$ cat src/rtl/core/damj_pkg.sv
`timescale 1ns / 1ps

package damj_pkg;

    // Data widths
    localparam int ANGLE_WIDTH        = 32;
    localparam int PROGRESS_FRAC_BITS = 16;
    localparam int OP_W               = 2;
    localparam int TIME_W             = 32;
    localparam int MT_W               = 16;
    localparam int STATUS_W           = 2;

    // Derived arithmetic widths
    localparam int K_W     = PROGRESS_FRAC_BITS + 1;       // progress, 0..ONE
    localparam int KK_W    = 2 * PROGRESS_FRAC_BITS + 1;   // k*k
    localparam int KK6_W   = KK_W + 2;                     // 6*k*k
    localparam int SIX_W   = KK6_W - PROGRESS_FRAC_BITS;   // 6*k*k / ONE
    localparam int INNER_W = PROGRESS_FRAC_BITS + 4;       // 10 - 15p + 6p^2, up to 10*ONE
    localparam int MAG_W   = ANGLE_WIDTH + 1;              // |goal - start|
    localparam int MC_W    = (MAG_W > INNER_W) ? MAG_W : INNER_W;
    localparam int MP_W    = K_W;
    localparam int PROD_W  = MC_W + MP_W;
    localparam int BL_W    = PROD_W - PROGRESS_FRAC_BITS;
    localparam int MUL_CNT_W = $clog2(MP_W + 1);
    localparam int DIV_CNT_W = $clog2(PROGRESS_FRAC_BITS + 1);

    typedef logic signed [ANGLE_WIDTH-1:0]  t_angle;
    typedef logic [K_W-1:0]                 t_prog;
    typedef logic [MC_W-1:0]                t_mcand;
    typedef logic [MP_W-1:0]                t_mplier;
    typedef logic [PROD_W-1:0]              t_prod;
    typedef logic [MUL_CNT_W-1:0]           t_mul_cnt;
    typedef logic [DIV_CNT_W-1:0]           t_div_cnt;
    typedef logic [PROGRESS_FRAC_BITS-1:0]  t_quot;
    typedef logic [MT_W-1:0]                t_mtime;
    typedef logic [OP_W-1:0]                t_op;
    typedef logic [STATUS_W-1:0]            t_status;

    // Operation codes
    localparam t_op OP_TICK  = 2'd0;
    localparam t_op OP_START = 2'd1;
    localparam t_op OP_STOP  = 2'd2;
    localparam t_op OP_CLEAR = 2'd3;

    // Status codes
    localparam t_status ST_OK      = 2'd0;
    localparam t_status ST_NOTHING = 2'd1;
    localparam t_status ST_REJECT  = 2'd2;

    // Constants
    localparam t_prog    P_ONE           = {1'b1, {PROGRESS_FRAC_BITS{1'b0}}};
    localparam logic [INNER_W-1:0] TEN_ONE = {4'd10, {PROGRESS_FRAC_BITS{1'b0}}};
    localparam t_mtime   MOVE_TIME_RESET = 16'd2000;
    localparam t_mul_cnt MUL_STEPS       = t_mul_cnt'(MP_W);
    localparam t_div_cnt DIV_STEPS       = t_div_cnt'(PROGRESS_FRAC_BITS);

    // Multiplier request
    typedef struct packed {
        logic    go;
        t_mcand  mcand;
        t_mplier mplier;
    } t_mul_req;

    // Divider request
    typedef struct packed {
        logic   go;
        t_mtime num;
        t_mtime den;
    } t_div_req;

endpackage

$ cat src/rtl/core/damj_div.sv
`timescale 1ns / 1ps

// Restoring divider, one quotient bit per cycle.
// Computes floor(num * 2^PROGRESS_FRAC_BITS / den) for num < den.
module damj_div (
    input  logic              i_clk,
    input  logic              i_rst_n,
    input  damj_pkg::t_div_req i_req,
    output logic              o_done,
    output damj_pkg::t_quot   o_quot
);

    logic                        r_busy;
    logic                        r_done;
    damj_pkg::t_div_cnt          r_cnt;
    damj_pkg::t_mtime            r_rem;
    damj_pkg::t_mtime            r_den;
    damj_pkg::t_quot             r_quot;

    logic [damj_pkg::MT_W:0]     w_sh;
    logic [damj_pkg::MT_W:0]     w_diff;
    logic                        w_ge;

    // Shift remainder, trial subtract
    always_comb begin
        w_sh   = {r_rem, 1'b0};
        w_ge   = (w_sh >= {1'b0, r_den});
        w_diff = w_sh - {1'b0, r_den};
    end

    // Control
    always_ff @(posedge i_clk) begin
        if (!i_rst_n) begin
            r_busy <= 1'b0;
            r_done <= 1'b0;
            r_cnt  <= '0;
        end else begin
            r_done <= 1'b0;
            if (i_req.go) begin
                r_busy <= 1'b1;
                r_cnt  <= damj_pkg::DIV_STEPS;
            end else if (r_busy) begin
                r_cnt <= r_cnt - damj_pkg::t_div_cnt'(1);
                if (r_cnt == damj_pkg::t_div_cnt'(1)) begin
                    r_busy <= 1'b0;
                    r_done <= 1'b1;
                end
            end
        end
    end

    // Remainder and quotient shift registers
    always_ff @(posedge i_clk) begin
        if (i_req.go) begin
            r_rem  <= i_req.num;
            r_den  <= i_req.den;
            r_quot <= '0;
        end else if (r_busy) begin
            r_rem  <= w_ge ? w_diff[damj_pkg::MT_W-1:0] : w_sh[damj_pkg::MT_W-1:0];
            r_quot <= {r_quot[damj_pkg::PROGRESS_FRAC_BITS-2:0], w_ge};
        end
    end

    assign o_done = r_done;
    assign o_quot = r_quot;

endmodule

$ cat src/rtl/core/damj_smul.sv
`timescale 1ns / 1ps

// Serial-parallel shift-add multiplier, one multiplier bit per cycle.
module damj_smul (
    input  logic               i_clk,
    input  logic               i_rst_n,
    input  damj_pkg::t_mul_req i_req,
    output logic               o_done,
    output damj_pkg::t_prod    o_prod
);

    logic                        r_busy;
    logic                        r_done;
    damj_pkg::t_mul_cnt          r_cnt;
    damj_pkg::t_mcand            r_mc;
    damj_pkg::t_prod             r_prod;

    logic [damj_pkg::MC_W:0]     w_sum;

    // Add multiplicand into upper half when the low bit is set
    always_comb begin
        w_sum = {1'b0, r_prod[damj_pkg::PROD_W-1:damj_pkg::MP_W]}
              + (r_prod[0] ? {1'b0, r_mc} : '0);
    end

    // Control
    always_ff @(posedge i_clk) begin
        if (!i_rst_n) begin
            r_busy <= 1'b0;
            r_done <= 1'b0;
            r_cnt  <= '0;
        end else begin
            r_done <= 1'b0;
            if (i_req.go) begin
                r_busy <= 1'b1;
                r_cnt  <= damj_pkg::MUL_STEPS;
            end else if (r_busy) begin
                r_cnt <= r_cnt - damj_pkg::t_mul_cnt'(1);
                if (r_cnt == damj_pkg::t_mul_cnt'(1)) begin
                    r_busy <= 1'b0;
                    r_done <= 1'b1;
                end
            end
        end
    end

    // Product shift register: multiplier bits shift out at the bottom
    always_ff @(posedge i_clk) begin
        if (i_req.go) begin
            r_mc   <= i_req.mcand;
            r_prod <= {{damj_pkg::MC_W{1'b0}}, i_req.mplier};
        end else if (r_busy) begin
            r_prod <= {w_sum, r_prod[damj_pkg::MP_W-1:1]};
        end
    end

    assign o_done = r_done;
    assign o_prod = r_prod;

endmodule

$ cat src/rtl/core/dual_axis_min_jerk_trajectory.sv
`timescale 1ns / 1ps

// Channel   Direction  Handshake                  Carries
// input     in         i_in_valid / o_in_stall    operation, now_ms, targets, move_allowed
// output    out        o_out_valid / i_out_stall  commands, command_valid, running, status
// config    in         i_cfg_valid / o_cfg_ready  move_time_ms
//
// One transaction at a time. Start, stop, clear and an idle tick pass from acceptance
// through S_EXEC to S_FIN. A running tick goes through a bit-serial divider for progress,
// then four passes of the shift-add multiplier (k*k, p^2*k, p^3*inner, both axes in
// parallel), one bit a cycle.
// Reset is synchronous and clears all coordinates and the run flag; the move time resets to 2000.
// The next transaction is accepted while a result waits in the output register; a result
// is written only once the output register is free.
module dual_axis_min_jerk_trajectory (
    input  logic                i_clk,
    input  logic                i_rst_n,
    // input channel
    input  logic                i_in_valid,
    output logic                o_in_stall,
    input  damj_pkg::t_op       i_operation,
    input  logic [damj_pkg::TIME_W-1:0] i_now_ms,
    input  damj_pkg::t_angle    i_target_left,
    input  damj_pkg::t_angle    i_target_right,
    input  logic                i_move_allowed,
    // output channel
    output logic                o_out_valid,
    input  logic                i_out_stall,
    output damj_pkg::t_angle    o_command_left,
    output damj_pkg::t_angle    o_command_right,
    output logic                o_command_valid,
    output logic                o_running,
    output damj_pkg::t_status   o_status,
    // configuration
    input  logic                i_cfg_valid,
    output logic                o_cfg_ready,
    input  damj_pkg::t_mtime    i_cfg_data
);

    localparam logic [2:0] S_IDLE = 3'd0;
    localparam logic [2:0] S_EXEC = 3'd1;
    localparam logic [2:0] S_DIV  = 3'd2;
    localparam logic [2:0] S_KK   = 3'd3;
    localparam logic [2:0] S_P3   = 3'd4;
    localparam logic [2:0] S_BL   = 3'd5;
    localparam logic [2:0] S_AX   = 3'd6;
    localparam logic [2:0] S_FIN  = 3'd7;

    localparam int PF  = damj_pkg::PROGRESS_FRAC_BITS;
    localparam int AW  = damj_pkg::ANGLE_WIDTH;
    localparam int MGW = damj_pkg::MAG_W;
    localparam int IW  = damj_pkg::INNER_W;

    // Control and architectural state
    logic [2:0]                  r_state, n_state;
    logic                        r_div_go, n_div_go;
    logic                        r_mul_go, n_mul_go;
    logic                        r_ax_go, n_ax_go;
    logic                        r_out_valid;
    logic                        r_run, n_run;
    damj_pkg::t_mtime            r_move_time;
    damj_pkg::t_angle            r_start_l, n_start_l, r_start_r, n_start_r;
    damj_pkg::t_angle            r_goal_l, n_goal_l, r_goal_r, n_goal_r;
    damj_pkg::t_angle            r_cur_l, n_cur_l, r_cur_r, n_cur_r;
    logic [damj_pkg::TIME_W-1:0] r_t0, n_t0;

    // Latched transaction
    damj_pkg::t_op               r_op;
    logic [damj_pkg::TIME_W-1:0] r_now;
    damj_pkg::t_angle            r_tgt_l, r_tgt_r;
    logic                        r_allow;

    // Working registers
    logic                        r_sat;
    damj_pkg::t_mtime            r_elapsed;
    damj_pkg::t_prog             r_k, r_p2, r_p3, r_blend;
    logic [IW-1:0]               r_inner;
    damj_pkg::t_angle            r_new_l, r_new_r;
    logic                        r_o_cmd_valid, n_cmd_valid;
    damj_pkg::t_status           r_o_status, n_status;

    // Interconnect
    logic                        w_in_fire, w_out_free, w_fin_fire;
    logic [damj_pkg::TIME_W-1:0] w_elapsed;
    logic                        w_sat;
    damj_pkg::t_div_req          w_div_req;
    logic                        w_div_done;
    damj_pkg::t_quot             w_quot;
    damj_pkg::t_mul_req          w_mul_req, w_ax_req_l, w_ax_req_r;
    logic                        w_mul_done, w_done_l, w_done_r, w_ax_done;
    damj_pkg::t_prod             w_mul_prod, w_prod_l, w_prod_r;
    logic [damj_pkg::KK_W-1:0]   w_kk;
    logic [damj_pkg::KK6_W-1:0]  w_kk6;
    logic [damj_pkg::SIX_W-1:0]  w_six;
    logic [IW:0]                 w_k15, w_inner_sum;
    logic [damj_pkg::BL_W-1:0]   w_bl;
    logic [MGW-1:0]              w_d_l, w_d_r, w_mag_l, w_mag_r;
    logic [MGW-1:0]              w_delta_l, w_delta_r, w_sum_l, w_sum_r;

    // Handshakes
    assign w_in_fire  = i_in_valid && (r_state == S_IDLE);
    assign w_out_free = !r_out_valid || !i_out_stall;
    assign w_fin_fire = (r_state == S_FIN) && w_out_free;
    assign o_in_stall = (r_state != S_IDLE);
    assign o_cfg_ready = 1'b1;

    // Elapsed time and saturation
    assign w_elapsed = r_now - r_t0;
    assign w_sat     = (w_elapsed >= {{(damj_pkg::TIME_W - damj_pkg::MT_W){1'b0}}, r_move_time});

    // Progress divider
    assign w_div_req.go  = r_div_go;
    assign w_div_req.num = r_elapsed;
    assign w_div_req.den = r_move_time;

    damj_div u_div (
        .i_clk   (i_clk),
        .i_rst_n (i_rst_n),
        .i_req   (w_div_req),
        .o_done  (w_div_done),
        .o_quot  (w_quot)
    );

    // Shared multiplier operand select for the blend polynomial
    always_comb begin
        w_mul_req.go     = r_mul_go;
        w_mul_req.mcand  = '0;
        w_mul_req.mplier = '0;
        case (r_state)
            S_KK: begin
                w_mul_req.mcand  = damj_pkg::t_mcand'(r_k);
                w_mul_req.mplier = damj_pkg::t_mplier'(r_k);
            end
            S_P3: begin
                w_mul_req.mcand  = damj_pkg::t_mcand'(r_p2);
                w_mul_req.mplier = damj_pkg::t_mplier'(r_k);
            end
            S_BL: begin
                w_mul_req.mcand  = damj_pkg::t_mcand'(r_inner);
                w_mul_req.mplier = damj_pkg::t_mplier'(r_p3);
            end
            default: ;
        endcase
    end

    damj_smul u_mul (
        .i_clk   (i_clk),
        .i_rst_n (i_rst_n),
        .i_req   (w_mul_req),
        .o_done  (w_mul_done),
        .o_prod  (w_mul_prod)
    );

    // Inner term: 10*ONE - 15k + floor(6*k*k / ONE)
    always_comb begin
        w_kk        = w_mul_prod[damj_pkg::KK_W-1:0];
        w_kk6       = {w_kk, 2'b00} + {1'b0, w_kk, 1'b0};
        w_six       = w_kk6[damj_pkg::KK6_W-1:PF];
        w_k15       = {r_k, 4'b0000} - {4'b0000, r_k};
        w_inner_sum = {1'b0, damj_pkg::TEN_ONE} + {2'b00, w_six} - w_k15;
        w_bl        = w_mul_prod[damj_pkg::PROD_W-1:PF];
    end

    // Per-axis difference magnitude
    always_comb begin
        w_d_l   = {r_goal_l[AW-1], r_goal_l} - {r_start_l[AW-1], r_start_l};
        w_d_r   = {r_goal_r[AW-1], r_goal_r} - {r_start_r[AW-1], r_start_r};
        w_mag_l = w_d_l[MGW-1] ? (~w_d_l + MGW'(1)) : w_d_l;
        w_mag_r = w_d_r[MGW-1] ? (~w_d_r + MGW'(1)) : w_d_r;
    end

    assign w_ax_req_l.go     = r_ax_go;
    assign w_ax_req_l.mcand  = damj_pkg::t_mcand'(w_mag_l);
    assign w_ax_req_l.mplier = damj_pkg::t_mplier'(r_blend);
    assign w_ax_req_r.go     = r_ax_go;
    assign w_ax_req_r.mcand  = damj_pkg::t_mcand'(w_mag_r);
    assign w_ax_req_r.mplier = damj_pkg::t_mplier'(r_blend);

    damj_smul u_mul_l (
        .i_clk   (i_clk),
        .i_rst_n (i_rst_n),
        .i_req   (w_ax_req_l),
        .o_done  (w_done_l),
        .o_prod  (w_prod_l)
    );

    damj_smul u_mul_r (
        .i_clk   (i_clk),
        .i_rst_n (i_rst_n),
        .i_req   (w_ax_req_r),
        .o_done  (w_done_r),
        .o_prod  (w_prod_r)
    );

    assign w_ax_done = w_done_l && w_done_r;

    // New command: start +/- floor(|d| * blend / ONE)
    always_comb begin
        w_delta_l = w_prod_l[PF +: MGW];
        w_delta_r = w_prod_r[PF +: MGW];
        w_sum_l   = w_d_l[MGW-1] ? ({r_start_l[AW-1], r_start_l} - w_delta_l)
                                 : ({r_start_l[AW-1], r_start_l} + w_delta_l);
        w_sum_r   = w_d_r[MGW-1] ? ({r_start_r[AW-1], r_start_r} - w_delta_r)
                                 : ({r_start_r[AW-1], r_start_r} + w_delta_r);
    end

    // Sequencer
    always_comb begin
        n_state  = r_state;
        n_div_go = 1'b0;
        n_mul_go = 1'b0;
        n_ax_go  = 1'b0;
        unique case (r_state)
            S_IDLE: begin
                if (w_in_fire) n_state = S_EXEC;
            end
            S_EXEC: begin
                if ((r_op == damj_pkg::OP_TICK) && r_run) begin
                    n_state  = S_DIV;
                    n_div_go = 1'b1;
                end else begin
                    n_state = S_FIN;
                end
            end
            S_DIV: begin
                if (w_div_done) begin
                    n_state  = S_KK;
                    n_mul_go = 1'b1;
                end
            end
            S_KK: begin
                if (w_mul_done) begin
                    n_state  = S_P3;
                    n_mul_go = 1'b1;
                end
            end
            S_P3: begin
                if (w_mul_done) begin
                    n_state  = S_BL;
                    n_mul_go = 1'b1;
                end
            end
            S_BL: begin
                if (w_mul_done) begin
                    n_state = S_AX;
                    n_ax_go = 1'b1;
                end
            end
            S_AX: begin
                if (w_ax_done) n_state = S_FIN;
            end
            S_FIN: begin
                if (w_out_free) n_state = S_IDLE;
            end
            default: n_state = S_IDLE;
        endcase
    end

    // Operation decode at completion
    always_comb begin
        n_run       = r_run;
        n_start_l   = r_start_l;
        n_start_r   = r_start_r;
        n_goal_l    = r_goal_l;
        n_goal_r    = r_goal_r;
        n_cur_l     = r_cur_l;
        n_cur_r     = r_cur_r;
        n_t0        = r_t0;
        n_cmd_valid = 1'b0;
        n_status    = damj_pkg::ST_OK;
        unique case (r_op)
            damj_pkg::OP_TICK: begin
                if (r_run) begin
                    n_cur_l     = r_new_l;
                    n_cur_r     = r_new_r;
                    n_cmd_valid = 1'b1;
                    if (r_sat) n_run = 1'b0;
                end else begin
                    n_status = damj_pkg::ST_NOTHING;
                end
            end
            damj_pkg::OP_START: begin
                if (r_allow) begin
                    n_goal_l  = r_tgt_l;
                    n_goal_r  = r_tgt_r;
                    n_start_l = r_cur_l;
                    n_start_r = r_cur_r;
                    n_t0      = r_now;
                    n_run     = 1'b1;
                end else begin
                    n_status = damj_pkg::ST_REJECT;
                end
            end
            damj_pkg::OP_STOP: begin
                n_run = 1'b0;
            end
            damj_pkg::OP_CLEAR: begin
                n_start_l = '0;
                n_start_r = '0;
                n_goal_l  = '0;
                n_goal_r  = '0;
                n_cur_l   = '0;
                n_cur_r   = '0;
                n_run     = 1'b0;
            end
        endcase
    end

    // Control and state registers
    always_ff @(posedge i_clk) begin
        if (!i_rst_n) begin
            r_state     <= S_IDLE;
            r_div_go    <= 1'b0;
            r_mul_go    <= 1'b0;
            r_ax_go     <= 1'b0;
            r_out_valid <= 1'b0;
            r_run       <= 1'b0;
            r_move_time <= damj_pkg::MOVE_TIME_RESET;
            r_start_l   <= '0;
            r_start_r   <= '0;
            r_goal_l    <= '0;
            r_goal_r    <= '0;
            r_cur_l     <= '0;
            r_cur_r     <= '0;
            r_t0        <= '0;
        end else begin
            r_state  <= n_state;
            r_div_go <= n_div_go;
            r_mul_go <= n_mul_go;
            r_ax_go  <= n_ax_go;
            if (i_cfg_valid) r_move_time <= i_cfg_data;
            if (w_fin_fire) begin
                r_out_valid <= 1'b1;
                r_run       <= n_run;
                r_start_l   <= n_start_l;
                r_start_r   <= n_start_r;
                r_goal_l    <= n_goal_l;
                r_goal_r    <= n_goal_r;
                r_cur_l     <= n_cur_l;
                r_cur_r     <= n_cur_r;
                r_t0        <= n_t0;
            end else if (!i_out_stall) begin
                r_out_valid <= 1'b0;
            end
        end
    end

    // Datapath registers
    always_ff @(posedge i_clk) begin
        if (w_in_fire) begin
            r_op    <= i_operation;
            r_now   <= i_now_ms;
            r_tgt_l <= i_target_left;
            r_tgt_r <= i_target_right;
            r_allow <= i_move_allowed;
        end
        if (r_state == S_EXEC) begin
            r_sat     <= w_sat;
            r_elapsed <= w_elapsed[damj_pkg::MT_W-1:0];
        end
        if ((r_state == S_DIV) && w_div_done) begin
            r_k <= r_sat ? damj_pkg::P_ONE : {1'b0, w_quot};
        end
        if ((r_state == S_KK) && w_mul_done) begin
            r_p2    <= w_mul_prod[PF +: damj_pkg::K_W];
            r_inner <= w_inner_sum[IW-1:0];
        end
        if ((r_state == S_P3) && w_mul_done) begin
            r_p3 <= w_mul_prod[PF +: damj_pkg::K_W];
        end
        if ((r_state == S_BL) && w_mul_done) begin
            // blend clamps at one
            if (w_bl > {{(damj_pkg::BL_W - damj_pkg::K_W){1'b0}}, damj_pkg::P_ONE})
                r_blend <= damj_pkg::P_ONE;
            else
                r_blend <= w_bl[damj_pkg::K_W-1:0];
        end
        if ((r_state == S_AX) && w_ax_done) begin
            r_new_l <= w_sum_l[AW-1:0];
            r_new_r <= w_sum_r[AW-1:0];
        end
        if (w_fin_fire) begin
            r_o_cmd_valid <= n_cmd_valid;
            r_o_status    <= n_status;
        end
    end

    // Outputs: commands and run flag change only when a result is written
    assign o_out_valid     = r_out_valid;
    assign o_command_left  = r_cur_l;
    assign o_command_right = r_cur_r;
    assign o_command_valid = r_o_cmd_valid;
    assign o_running       = r_run;
    assign o_status        = r_o_status;

endmodule

$ cat config.mk
export PLATFORM = sky130hd
export DESIGN_NAME = dual_axis_min_jerk_trajectory
export DESIGN_NICKNAME = d
export VERILOG_FILES = /design/src/rtl/core/damj_pkg.sv /design/src/rtl/core/damj_div.sv /design/src/rtl/core/damj_smul.sv /design/src/rtl/core/dual_axis_min_jerk_trajectory.sv
export SDC_FILE = /design/constraint.sdc
export NUM_CORES = 2
export LEC_CHECK = 0
export ABC_AREA = 1
export BUFFER_PORTS_ARGS = -buffer_cell sky130_fd_sc_hd__clkbuf_2
export CAP_MARGIN = 0
export CORE_MARGIN = 4
export CORE_UTILIZATION = 25
export DETAILED_ROUTE_END_ITERATION = 8
export SYNTH_ARGS = -nofsm -noshare
export SYNTH_HDL_FRONTEND = slang
export SYNTH_SLANG_ARGS = --single-unit
$ cat constraint.sdc
create_clock -name i_clk -period 5.2 [get_ports i_clk]
set_input_delay 0.52 -clock i_clk [delete_from_list [all_inputs] [get_ports i_clk]]
set_output_delay 0.52 -clock i_clk [all_outputs]
set_load 0.03 [all_outputs]
==> impl_results.rst <==
.. list-table::
   :header-rows: 1

   * - Metric
     - Value
   * - Kind of end point of the critical path
     - register
   * - Startpoint type of the worst setup path
     - register
   * - Largest delay share family, worst path
     - simple AND/OR/NAND/NOR gates
   * - Avg Synthesized Cell Area
     - 7.53 sq um
   * - Type of the worst min-delay path
     - primary input to register
   * - R2r endpoint
     - r_new_l[30]
   * - Drt drc
     - 0
   * - Clock net sink count
     - 831
   * - Result of the run
     - finished, final reports clean
   * - Grt ovf
     - 0
   * - Post-route standard cell area excluding fillers
     - approximately 61000 sq um
   * - Worst-case reg-to-reg path depth
     - 18
   * - Cell area power density
     - between 400 and 500 nW/um^2
   * - Stages on the worst setup path
     - 18
   * - Number of synthesized flops with an enable pin
     - between 400 and 500
   * - Count of buffer and inverter cells on the critical path
     - 3
   * - Layout-stage area growth over the synthesis result
     - 16.1%
   * - FF/Latch Area
     - 21000 sq um
   * - Last weighted congestion value of the routability-driven placer
     - 0.992
   * - Max-cap viol count
     - 0
   * - Layout filler cell count
     - ~23000
   * - Setup repair after global routing missed its margin
     - no
   * - Placed standard-cell area
     - roughly 57000 sq um
   * - Clock-pin slew of the registers on the worst-case setup and hold paths
     - roughly 0.060 ns
   * - Worst stage delay on the critical path
     - approximately 0.8 ns
   * - Via count of the first global-routing pass
     - between 40000 and 50000
   * - Maximum level of the CTS H-tree
     - 3
   * - Synthesis-stage register bit count
     - between 800 and 900
   * - Time the worst path needs with I/O delays and setup
     - just under 5 ns
   * - Final Setup Violations
     - 0
   * - Number of warning messages in the yosys log
     - 0
   * - Cell count after synthesis
     - 7003
   * - Sequential Power Share
     - a little under a third
   * - Clock latency at the later pin of the worst-skew pair
     - about 0.73 ns
   * - Max layer used
     - met5
   * - Total net switching power
     - just over 0.01 W
   * - Worst setup path endpoint
     - r_new_l[30]
   * - Clock skew after layout
     - ~0.045 ns
   * - Fin nets
     - between 7000 and 8000
   * - Total I/O pin count
     - between 150 and 200
   * - Data required time of the critical path
     - between 5 and 6 ns
   * - Sequential element share of the synthesized area
     - 39.9%
   * - R2R Path Start
     - u_mul_l.o_prod[16]
   * - Crit path DAT
     - approximately 5.4 ns
   * - Hold Violations, Final
     - 0
   * - Number of buffers inserted during clock tree synthesis
     - between 90 and 100
   * - Maximum clock path buffer count
     - 3
   * - Number of detailed-routing iterations run before antenna repair
     - 5
   * - Worst IR Drop VDD
     - between 300 and 400 uV
   * - Clock share of power
     - 27.8%
   * - Number of vias per cell
     - about 4.7
   * - Root Buffer Master
     - sky130_fd_sc_hd__clkbuf_16
   * - Tot GR Track Use
     - approximately 16%
   * - Core Footprint
     - around 210000 sq um
   * - Distinct cell type count after synthesis
     - 63
   * - Startpoint-to-endpoint class of the critical path
     - register to register
   * - Final period util
     - 95.1%
   * - Max-slew violation count
     - 0
   * - Maximum clock rate
     - between 0.2 and 0.25 GHz
   * - Synthesized Nets
     - 7499
   * - Initial antenna violation count
     - 3
   * - Cell with the biggest individual delay on the critical path
     - sky130_fd_sc_hd__nor3_1
   * - Largest net degree at the start of global routing
     - 100
   * - Wire length of the first global-routing pass
     - approximately 270 mm
   * - Sum of net half-perimeters after detailed placement
     - between 100 and 150 mm
   * - Fraction of power consumed by combinational cells
     - around 41%
   * - Highest fanout seen on the critical path
     - 5
   * - Actual slew at the worst max-slew pin
     - around 1.2 ns
   * - Headroom to the max-slew limit
     - 17.5%
   * - Remaining antenna violation count after routing
     - 0
   * - Detailed-route wire length
     - between 150 and 200 mm
   * - Layout cell share with drive strength beyond 1
     - around 7%
   * - Top_reg_cell synth
     - sky130_fd_sc_hd__edfxtp_1
   * - Starting utilization of the core area
     - 25.2%
   * - Multi-input gate area in the final layout
     - between 20000 and 30000 sq um
   * - Internal Dissipation
     - approximately 0.015 W
   * - Drt wl/cell
     - 17.5 microns
   * - Post-Synthesis Cell Area
     - between 50000 and 60000 sq um
   * - Site row count
     - between 150 and 200
   * - Routed length on met3
     - between 8 and 9 mm
   * - First-iteration detailed-routing DRC count
     - between 3000 and 4000
   * - Y dimension of the die
     - roughly 470 microns
   * - Critical Path, Cell by Cell
     - inv_1 -> buf_4 -> nand4_1 -> nor3_1 -> nand4_1 -> nand3b_1 -> nor2_1 -> a31oi_1 -> xor2_2 -> ha_1 -> a21oi_1 -> o21ai_0 -> a21oi_1 -> o211ai_1 -> buf_4 -> nand2_1 -> o211ai_1 -> xor2_1
   * - Die Wd
     - approximately 470 microns
   * - Leakage dissipation
     - roughly 28 nW
   * - TritonCTS clock tree
     - yes
   * - Count of port buffers added during placement
     - about 190
   * - Worst setup path startpoint
     - u_mul_l.o_prod[16]
   * - Slack of the worst reg-to-reg path
     - 0.25 ns
   * - Fraction of registers with async set or reset after synthesis
     - 0%
   * - Switching fraction of total power
     - 41.3%
   * - Total via count in the routed design
     - 47700
   * - Die Area
     - ~220000 sq um
   * - Total Negative Setup Slacks
     - 0 ns
   * - Wire length on met2
     - between 80 and 90 mm
   * - Detailed-routing wirelength on met1
     - a little under 80 mm
==> worst register-to-register path, delay by kind of cell, from the launching register on <==
| kind | cells | cell delay (ns) |
|---|---|---|
| compound gates | 6 | 1.00 |
| fa+ha+maj | 1 | 0.41 |
| buf+inv | 3 | 0.47 |
| flops | 1 | 0.45 |
| simple gates | 6 | 1.76 |
| xor+xnor | 2 | 0.59 |
==> cells in the mapped netlist, types with 22 or more instances <==
cell / instances / area share [%]
sky130_fd_sc_hd__fa_1: 22 / 0.84
sky130_fd_sc_hd__nand4_1: 74 / 0.88
sky130_fd_sc_hd__o211ai_1: 51 / 0.73
sky130_fd_sc_hd__xor2_1: 200 / 3.3
sky130_fd_sc_hd__a21oi_1: 643 / 6.1
sky130_fd_sc_hd__edfxtp_1: 440 / 25
sky130_fd_sc_hd__nand3_1: 390 / 3.7
sky130_fd_sc_hd__a31oi_1: 29 / 0.34
sky130_fd_sc_hd__o21ai_0: 314 / 3.0
sky130_fd_sc_hd__nor3_1: 75 / 0.71
sky130_fd_sc_hd__nand2_1: 1744 / 12
sky130_fd_sc_hd__dfxtp_1: 391 / 15
sky130_fd_sc_hd__nand3b_1: 22 / 0.31
sky130_fd_sc_hd__nand2_2: 28 / 0.33
sky130_fd_sc_hd__a21o_1: 30 / 0.43
sky130_fd_sc_hd__nor2_1: 595 / 4.2
sky130_fd_sc_hd__o22ai_1: 31 / 0.37
sky130_fd_sc_hd__a211oi_1: 84 / 1.2
sky130_fd_sc_hd__xnor2_1: 75 / 1.2
sky130_fd_sc_hd__clkbuf_1: 144 / 1.0
sky130_fd_sc_hd__inv_1: 1015 / 7.2
sky130_fd_sc_hd__o21bai_1: 33 / 0.47
sky130_fd_sc_hd__ha_1: 354 / 8.4
==> cell families after synthesis <==
logic type | synth area share, %
AND/OR/NAND/NOR | 23.7
AO/OA/AOI/OAI | 13.7
buffers and inverters | 8.81
flip-flops | 39.9
adder cells (fa/ha/maj) | 9.24
XOR/XNOR | 4.60
other | 0.00711
==> cells in the final DEF (no fill, tap or decap), types with 11 or more instances in the layout <==
cell type / count
sky130_fd_sc_hd__nor3_1: 74
sky130_fd_sc_hd__o22ai_1: 31
sky130_fd_sc_hd__clkinv_2: 18
sky130_fd_sc_hd__nand4_1: 74
sky130_fd_sc_hd__nor2_1: 592
sky130_fd_sc_hd__o211ai_1: 51
sky130_fd_sc_hd__nand3_1: 390
sky130_fd_sc_hd__o21ai_1: 11
sky130_fd_sc_hd__xor2_1: 197
sky130_fd_sc_hd__nand2_2: 28
sky130_fd_sc_hd__inv_1: 1014
sky130_fd_sc_hd__a21o_1: 30
sky130_fd_sc_hd__clkbuf_8: 11
sky130_fd_sc_hd__dlygate4sd3_1: 99
sky130_fd_sc_hd__buf_4: 55
sky130_fd_sc_hd__xnor2_1: 75
sky130_fd_sc_hd__clkbuf_2: 189
sky130_fd_sc_hd__nor4_1: 16
sky130_fd_sc_hd__or2_2: 12
sky130_fd_sc_hd__a21boi_0: 17
sky130_fd_sc_hd__clkbuf_16: 98
sky130_fd_sc_hd__o21ai_0: 311
sky130_fd_sc_hd__nand2_1: 1743
sky130_fd_sc_hd__clkbuf_1: 20
sky130_fd_sc_hd__o21bai_1: 33
sky130_fd_sc_hd__a31oi_1: 28
sky130_fd_sc_hd__a211oi_1: 84
sky130_fd_sc_hd__a21oi_1: 642
sky130_fd_sc_hd__fa_1: 22
sky130_fd_sc_hd__dfxtp_1: 389
sky130_fd_sc_hd__edfxtp_1: 440
sky130_fd_sc_hd__nand3b_1: 22
sky130_fd_sc_hd__inv_2: 16
sky130_fd_sc_hd__nor2_2: 21
sky130_fd_sc_hd__ha_1: 354
==> registers in the layout, indices dropped and copies added (netlist names), 32 cells and up <==
name,count
u_mul.o_prod,50
u_mul_l.o_prod,50
u_mul_r.o_prod,50
u_mul_l.r_mc,33
u_mul_r.r_mc,33
o_command_left,32
o_command_right,32
r_goal_l,32
r_goal_r,32
r_new_l,32
r_new_r,32
r_now,32
r_start_l,32
r_start_r,32
r_t0,32
r_tgt_l,32
r_tgt_r,32
==> power groups by stage <==
stage / clock [W] / combinational (W) / sequential [W]
after floorplan: 0 / 0.00689 / 0.00802
after global placement: 0 / 0.00990 / 0.00811
after detailed placement: 0 / 0.00992 / 0.00812
after CTS: 0.00718 / 0.0100 / 0.00798
after global routing: 0.00741 / 0.0112 / 0.00801
final: 0.00698 / 0.0102 / 0.00798
==> worst min-delay path by stage <==
| stage | start | end | slack [ns] | depth (start not counted) |
|---|---|---|---|---|
| floorplan | r_move_time[10] | u_div.r_den[10] | 0.41 | 0 |
| global placement | r_move_time[12] | u_div.r_den[12] | 0.42 | 0 |
| detailed placement | r_move_time[8] | u_div.r_den[8] | 0.42 | 0 |
| CTS | i_cfg_data[6] | r_move_time[6] | 0.008 | 3 |
| global route | i_cfg_data[6] | r_move_time[6] | 0.07 | 3 |
| finish | i_cfg_data[6] | r_move_time[6] | 0.08 | 3 |
==> repair_timing <==
action | 4_1_cts | 5_1_grt
gates resized for setup | 0 | 8
endpoints found under the setup margin | 0 | 10
hold buffers | 99 | 0
hold endpoints to repair | 99 | 0
buffers inserted | 0 | 1
==> per-layer routing <==
metal	vias up	track usage, %
li1	23600	-
met1	22600	20.4
met2	1189	26.8
met3	273	2.17
met4	2	6.19
met5	-	0
==> layout make-up <==
cell class | instances | area share [%]
multi-input cells | 4952 | 44.3
flip-flops and latches | 831 | 34.4
inverters | 1042 | 6.42
well taps | 2805 | 5.73
clock buffers | 129 | 4.38
repair buffers | 345 | 3.89
clock inverters | 45 | 0.895
diodes | 2 | 0.00818
==> stage by stage <==
step | hold slack (ns) | std cells | util, % | total power [W] | setup slack [ns]
2_1_floorplan | 0.408 | 7003 | - | 0.0149 | 1.16
3_3_place_gp | 0.419 | 9875 | 27.2 | 0.0180 | 0.125
3_5_place_dp | 0.417 | 9875 | 27.2 | 0.0180 | 0.196
4_1_cts | 0.00850 | 10100 | 29.2 | 0.0252 | 0.127
5_1_grt | 0.0719 | 10200 | 29.2 | 0.0266 | 0.0279
6_report | 0.0798 | 10200 | 29.2 | 0.0252 | 0.254
Power figures use the tool's default switching activity.
